[config.mk]
export PLATFORM = sky130hd
export DESIGN_NAME = htc_ctrl
export DESIGN_NICKNAME = d
export VERILOG_FILES = /design/src/hdl/htc_pkg.sv /design/src/hdl/htc_ctrl.sv
export SDC_FILE = /design/constraint.sdc
export NUM_CORES = 1
export LEC_CHECK = 0
export BUFFER_PORTS_ARGS = -buffer_cell sky130_fd_sc_hd__buf_2
export CAP_MARGIN = 20
export CORE_UTILIZATION = 41
export DETAILED_ROUTE_END_ITERATION = 10
export HOLD_SLACK_MARGIN = 0.08
export PLACE_DENSITY = 0.73
export SETUP_SLACK_MARGIN = 0.02
export SKIP_LAST_GASP = 1
export SLEW_MARGIN = 40
export SYNTH_ARGS = -nofsm -noshare
export SYNTH_HDL_FRONTEND = slang
export SYNTH_SLANG_ARGS = --single-unit
[constraint.sdc]
create_clock -name clk -period 1.97 [get_ports clk]
set_input_delay 0.2955 -clock clk [delete_from_list [all_inputs] [get_ports clk]]
set_output_delay 0.2955 -clock clk [all_outputs]
set_load 0.005 [all_outputs]
[src/hdl/htc_pkg.sv]
// Shared types, codes and command/status structures of the table-driven Huffman codec.
`default_nettype none
package htc_pkg;

	localparam int SYM_W  = 8;
	localparam int CODE_W = 32;
	localparam int LEN_W  = 6;
	localparam int CNT_W  = 4;
	localparam int ENT_W  = CODE_W + LEN_W;

	localparam logic [1:0] ACT_WRITE  = 2'd0;
	localparam logic [1:0] ACT_ENCODE = 2'd1;
	localparam logic [1:0] ACT_FLUSH  = 2'd2;
	localparam logic [1:0] ACT_DECODE = 2'd3;

	localparam logic [1:0] KIND_FULL = 2'd0;
	localparam logic [1:0] KIND_PART = 2'd1;
	localparam logic [1:0] KIND_SYM  = 2'd2;
	localparam logic [1:0] KIND_ERR  = 2'd3;

	localparam logic [1:0] ERR_NONE     = 2'd0;
	localparam logic [1:0] ERR_NO_CODE  = 2'd1;
	localparam logic [1:0] ERR_NO_MATCH = 2'd2;

	typedef struct packed {
		logic [1:0]       kind;
		logic [SYM_W-1:0] data;
		logic [CNT_W-1:0] filled;
		logic [1:0]       err;
	} result_t;

	typedef struct packed {
		logic load;
		logic enc_err;
		logic enc_load;
		logic enc_step;
		logic flush;
		logic dec_bit;
		logic sweep_step;
		logic dec_hit;
		logic dec_err;
		logic dec_end;
		logic finish;
	} cmd_t;

	typedef struct packed {
		logic [1:0] in_action;
		logic       in_take_zero;
		logic       usable;
		logic       enc_last;
		logic       fills;
		logic       pack_nonempty;
		logic       push_ok;
		logic       fin_ok;
		logic       hit;
		logic       done;
		logic       overlong;
		logic       issue_more;
		logic       more_bits;
	} stat_t;

endpackage
`default_nettype wire

[src/hdl/htc_ctrl.sv]
// Controller state machine that sequences table writes, encoding, flushing and decoding.
`default_nettype none
module htc_ctrl (
	input  wire logic           clk,
	input  wire logic           arst_n,
	input  wire logic           item_valid,
	output      logic           item_ready,
	input  wire htc_pkg::stat_t stat,
	output      htc_pkg::cmd_t  cmd
);
	import htc_pkg::*;

	typedef enum logic [6:0] {
		ST_IDLE    = 7'b0000001,
		ST_ENC_RD  = 7'b0000010,
		ST_ENC_BIT = 7'b0000100,
		ST_FLUSH   = 7'b0001000,
		ST_DEC_BIT = 7'b0010000,
		ST_SWEEP   = 7'b0100000,
		ST_FIN     = 7'b1000000
	} state_t;

	state_t st_q;
	state_t st_nx;

	always_comb begin
		cmd        = '0;
		st_nx      = st_q;
		item_ready = 1'b0;
		unique case (st_q)
			ST_IDLE: begin
				item_ready = 1'b1;
				if (item_valid) begin
					cmd.load = 1'b1;
					unique case (stat.in_action)
						ACT_WRITE:  st_nx = ST_IDLE;
						ACT_ENCODE: st_nx = ST_ENC_RD;
						ACT_FLUSH:  st_nx = ST_FLUSH;
						default:    st_nx = stat.in_take_zero ? ST_FIN : ST_DEC_BIT;
					endcase
				end
			end
			ST_ENC_RD: begin
				if (stat.usable) begin
					cmd.enc_load = 1'b1;
					st_nx        = ST_ENC_BIT;
				end else if (stat.push_ok) begin
					cmd.enc_err = 1'b1;
					st_nx       = ST_FIN;
				end
			end
			ST_ENC_BIT: begin
				if (!stat.fills || stat.push_ok) begin
					cmd.enc_step = 1'b1;
					if (stat.enc_last) begin
						st_nx = ST_FIN;
					end
				end
			end
			ST_FLUSH: begin
				if (!stat.pack_nonempty) begin
					st_nx = ST_FIN;
				end else if (stat.push_ok) begin
					cmd.flush = 1'b1;
					st_nx     = ST_FIN;
				end
			end
			ST_DEC_BIT: begin
				cmd.dec_bit = 1'b1;
				st_nx       = ST_SWEEP;
			end
			ST_SWEEP: begin
				priority if (stat.hit) begin
					if (stat.push_ok) begin
						cmd.dec_hit = 1'b1;
						st_nx       = stat.more_bits ? ST_DEC_BIT : ST_FIN;
					end
				end else if (stat.done) begin
					if (!stat.overlong) begin
						cmd.dec_end = 1'b1;
						st_nx       = stat.more_bits ? ST_DEC_BIT : ST_FIN;
					end else if (stat.push_ok) begin
						cmd.dec_err = 1'b1;
						cmd.dec_end = 1'b1;
						st_nx       = stat.more_bits ? ST_DEC_BIT : ST_FIN;
					end
				end else if (stat.issue_more) begin
					cmd.sweep_step = 1'b1;
				end else begin
					st_nx = ST_SWEEP;
				end
			end
			ST_FIN: begin
				if (stat.fin_ok) begin
					cmd.finish = 1'b1;
					st_nx      = ST_IDLE;
				end
			end
			default: st_nx = ST_IDLE;
		endcase
	end

	always_ff @(posedge clk or negedge arst_n) begin
		if (!arst_n) begin
			st_q <= ST_IDLE;
		end else begin
			st_q <= st_nx;
		end
	end
endmodule
`default_nettype wire

==> results of run 1 <==
[metrics by stage]
stage	cell area, µm²	TNS [ps]
floorplan	687	0
global placement	887	0
detailed placement	887	0
CTS	958	-29.2
global route	997	-193
finish	997	-35.4
[worst max-delay path, cell delays in order, from the launching register on]
cell,delay [ps]
dfrtp_1,390
or4_4,610
nor4_2,290
buf_2,170
[layer usage]
metal	GRT usage (%)	vias to the layer above	wire length [µm]
li1	-	415	-
met1	27.9	395	880
met2	38.5	29	1020
met3	1.28	5	81
met4	10.9	0	34
met5	0	-	0
[layout by cell type (no fill, tap or decap), types with 3 or more instances in the layout]
| cell | count |
|---|---|
| nor2_1 | 6 |
| o21ai_0 | 5 |
| dfrtp_1 | 5 |
| a21oi_1 | 7 |
| nand3b_1 | 5 |
| inv_1 | 5 |
| buf_2 | 28 |
| clkbuf_4 | 3 |
| nand2b_1 | 4 |
| nand2_1 | 5 |
| buf_4 | 8 |
[worst paths after layout]
check                               from  slack, ps  endpoint
worst max-delay path             st_q[4]        -40    cmd[0]
worst min-delay path            stat[13]        350   st_q[3]
worst max register to register   st_q[4]         30   st_q[6]
worst min register to register   st_q[5]        640   st_q[5]
max in group asynchronous         arst_n       1340   st_q[0]
min in group asynchronous         arst_n        400   st_q[3]
[kinds of logic (layout without fill, tap and decap cells)]
| group | count (synthesis) | after routing | synth area share, % |
|---|---|---|---|
| buffers and inverters | 9 | 48 | 5.10 |
| and+or+nand+nor | 43 | 43 | 39.2 |
| DFF | 7 | 7 | 25.7 |
| AOI/OAI and AO/OA | 26 | 26 | 27.5 |
| xor gates and xnor gates | 2 | 2 | 2.55 |
[synth_stat cells, types with 2 or more instances]
master,instances
o21ai_0,5
nand2b_1,4
xnor2_1,2
nand2_1,6
nand4b_1,2
inv_1,6
and2_1,3
nand3b_1,5
a21oi_1,7
nor4b_1,4
nand3_1,2
nor3_1,2
dfrtp_1,6
nor2_1,6
clkbuf_1,2
o22ai_1,2
[power by group through the flow]
stage / registers (µW) / clock network, µW / logic [µW]
after floorplan: 221 / 0 / 349
after global placement: 222 / 0 / 498
after detailed placement: 225 / 0 / 505
after CTS: 228 / 130 / 533
after global routing: 237 / 140 / 647
final: 231 / 128 / 600
[area by class of cell]
class / instances / area (µm²) / share of cell area [%]
Multi-Input combinational cell: 71 / 529 / 53.1
Timing Repair Buffer: 38 / 221 / 22.2
Sequential cell: 7 / 178 / 17.8
Clock buffer: 4 / 26.3 / 2.63
Inverter: 6 / 22.5 / 2.26
Tap cell: 16 / 20.0 / 2.01
[what timing repair did]
item / in CTS / in global routing
endpoints found under the hold margin: 7 / 0
setup buffers: 1 / 1
pin swaps: 0 / 4
gates resized for setup: 5 / 8
hold buffers: 1 / 0
endpoints found under the setup margin: 4 / 7
==> results.cfg, run 1 <==
[cells_and_area]
largest_register_ffs = 7
fill_cells = 137
top_register = st_q
area_growth_pct = 45.2
fin_cells = 142
antenna_cells = 0
final_util_pct = 64.7
reg_top3 = st_q x7
drive_gt1_share_pct = 44.4
fin_nets = 144

[run]
drv_cap = 0

[logic_synthesis]
ys_ff_latch = 7
synth_top_area_cell = dfrtp_1
async_flop_share_pct = 100
synth_top_area_share_pct = 21.9
syn_inst = 87
synth_warnings = 0
synth.distinct_cells = 39
syn_avg_cell_area_um2 = 7.90
ys_top_cells_by_area = dfrtp_1 (22%), nand3b_1 (5.5%), a21oi_1 (5.1%)
syn_area_um2 = 687
synth_ff_type = dfrtp_1
synth_seq_area_share_pct = 25.7
synth_nets = 104
synth_edf_count = 0

[cts]
cts_root_buf = clkbuf_4
clk_pin_slew_worst_paths_ps = 50
clk_latency_ps = 250
ctsHtreeMaxLevel = 1
cts_buffers = 3
cts_tree = yes
clock_path_buffers = 2
clkSinkCount = 7

[floorplanning]
dieHeight_um = 42.9
num_io_pins = 29
fp.dieW_um = 42.9
start_util_pct = 44.6
rows = 14
die_area_mm2 = 0.00184
core_mm2 = 0.00154

[routing]
drtPass1Iterations = 4
wl_per_cell_um = 14.2
routed_wl_um = 2020
first_iter_violations = 23
vias = 844
vias_per_cell = 5.94
drc = 0
ant_nets = 0

[sta]
hold_violations = 0
slew_headroom_pct = 69.9
period_needed_ps = 2010
fin_crit_sh_pct = 102
setup_viol = 1
rsz0062_at_grt = true
fin_hold_ws_ps = 349
fin_skew_ps = 5.17
setup_ws_ps = -35.4
drv_slew = 0
worstMarginPinSlew_ps = 445
max_freq_mhz = 499

[setup_path]
worst_r2r_path_depth = 5
crit_path_end_kind = primary output
worst_setup_path_start_kind = flip-flop
crit_type = flip-flop to primary output
critPathRequiredTime_ps = 1670
path_max_fanout = 6
crit_arrival_ps = 1710

[hold_path]
min_path_cells = 3
hold_path.class = input port to flip-flop

[power]
intPower_uw = 535
finalPower_uw = 958
p_per_area_mw_per_mm2 = 961
p_sw_uw = 423
clock_power_share_pct = 13.3
comb_power_share_pct = 62.6
p_seq_share_pct = 24.1
leakagePower_uw = 0.000479
p_sw_share_pct = 44.1
max-vdd-ir-drop_uv = 724

[grt]
grt_usage_pct = 22.3
grt_overflow = 0
antenna_found_initial = 0
first_global_vias = 770
grt_pass1_wl_um = 3120
grt_max_degree = 12

[placed_design]
place.gp.congestion = 0.846
portBuffers = 28
dp.cells = 135
hpwl_um = 1490
place_ws_ps = 28.7

[run_status]
violations = negative setup slack
status = finished with violations
(Power assumes the default switching activity.)
==> run 2, diff against run 1 <==
--- a/config.mk
+++ b/config.mk
@@ -12,6 +12,7 @@
 export HOLD_SLACK_MARGIN = 0.08
 export PLACE_DENSITY = 0.73
 export SETUP_SLACK_MARGIN = 0.02
+export SKIP_CTS_REPAIR_TIMING = 1
 export SKIP_LAST_GASP = 1
 export SLEW_MARGIN = 40
 export SYNTH_ARGS = -nofsm -noshare
==> run 2 against run 1 <==
  * The run still ends with negative setup slack left
  * Total power fell by 0.13%
  * Fmax rose by 1.6%
  * Design area fell by 0.38%
  * Wire length fell by 5.7%
  * Via count fell by 2.3%
  * Setup slack improved by 31 ps
  * Register-to-register slack improved by 30 ps
  * Cell count rose by 1.4%
  * Global-route usage fell by 0.44 points
  * Clock-buffer cell count did not move
  * First-iteration DRC count fell by 39%
  * Critical path type unchanged
  * Highest routed layer unchanged
==> results.cfg, run 2 (synthesis results as in run 1) <==
[cts]
cts_tree = yes
cts_root_buf = clkbuf_4
clk_latency_ps = 240
clk_pin_slew_worst_paths_ps = 40
ctsHtreeMaxLevel = 1
cts_buffers = 3
clock_path_buffers = 2
clkSinkCount = 7

[routing]
wl_per_cell_um = 13.2
first_iter_violations = 14
drc = 0
vias_per_cell = 5.73
drtPass1Iterations = 4
routed_wl_um = 1900
vias = 825
ant_nets = 0

[sta]
fin_tns_setup_ps = -4.58
max_freq_mhz = 506
fin_crit_sh_pct = 100
slew_headroom_pct = 70.2
setup_viol = 1
setup_ws_ps = -4.58
rsz0062_at_grt = true
worstMarginPinSlew_ps = 441
period_needed_ps = 1970
hold_violations = 0
drv_slew = 0
fin_skew_ps = 2.98

[setup_path]
crit_path_end_kind = primary output
worst_setup_path_start_kind = flip-flop
path_cells = or4_4, nor3_4, and3_1, buf_2
cp_slowest_cell = or4_4
crit_arrival_ps = 1680
path_max_fanout = 6
max_stage_delay_ps = 580
crit_type = flip-flop to primary output
critPathBufInv = 1
critPathTopFamily = simple AND/OR/NAND/NOR gates
critPathRequiredTime_ps = 1670

[placed_design]
portBuffers = 28
place.gp.congestion = 0.846
hpwl_um = 1490
dpl-instance-area_um2 = 887

[cells_and_area]
final_area_um2 = 993
drive_gt1_share_pct = 44.5
area_growth_pct = 44.6
final_common_cell = buf_2
antenna_cells = 0
top_register = st_q
largest_register_ffs = 7
reg_top3 = st_q x7
fin_nets = 146
final_cell_mix = buf_2 (28), buf_4 (11), a21oi_1 (7)

[floorplanning]
fp.dieW_um = 42.9
core_mm2 = 0.00154
start_util_pct = 44.6
die_area_mm2 = 0.00184
rows = 14
num_io_pins = 29
dieHeight_um = 42.9

[grt]
first_global_vias = 763
grt_use_met1_pct = 27.1
gr-usage-met3_pct = 1.28
grt_max_degree = 12
grt_usage_pct = 21.8
top_usage_layer = met2
antenna_found_initial = 0
grt_util_met2_pct = 37.9
grt_pass1_wl_um = 3060
grt_overflow = 0

[run]
drv_cap = 0

[power]
max-vdd-ir-drop_uv = 703
leakagePower_uw = 0.000482
p_per_area_mw_per_mm2 = 963

[run_status]
violations = negative setup slack
status = finished with violations

[hold_path]
hold_path.class = input port to flip-flop
==> run 2: layout make-up <==
| type | count | area (µm²) |
|---|---|---|
| multi-input cells | 71 | 514 |
| well taps | 16 | 20.0 |
| flip-flops and latches | 7 | 178 |
| repair buffers | 40 | 233 |
| inverters | 6 | 22.5 |
| fillers | 134 | 548 |
| clock buffers | 4 | 26.3 |
==> run 2: power by group <==
part	internal, µW	switching, µW	total, µW	leakage (µW)
Sequential	187	38.7	225	0.0000919
Combinational	287	322	608	0.000375
Clock	76.8	46.2	123	0.0000150
==> run 2: final timing paths <==
kind                            startpoint       to  slack [ps]  cells past startpoint
worst max-delay path               st_q[1]   cmd[6]          -5                      4
worst min-delay path              stat[11]  st_q[4]         350                      3
worst max register to register     st_q[1]  st_q[6]          60                      5
worst min register to register     st_q[3]  st_q[3]         640                      2
max in group asynchronous           arst_n  st_q[0]        1340                      2
min in group asynchronous           arst_n  st_q[3]         400                      2
==> run 2: layer usage <==
layer	up-vias	routed length [µm]
li1	417	-
met3	2	70
met1	378	849
met5	-	0
met4	0	15
met2	28	966
==> run 2: tightest hold or removal path, stage by stage <==
cell and delay, ps:
buf_2 80, nand4b_1 110, a21oi_1 60
==> run 2: metrics by stage <==
step                      utilization (%)  hold slack (ps)  std cells  power, µW  worst slack (ps)
after global routing                 64.4              347        144       1030             -63.1
after detailed placement             57.5              134        135        730              28.7
after CTS                            59.3             -134        139        861              -148
final                                64.4              348        144        957             -4.58
after global placement               57.5              129        135        720              77.5
after floorplan                         -          -0.0911         87        569               104
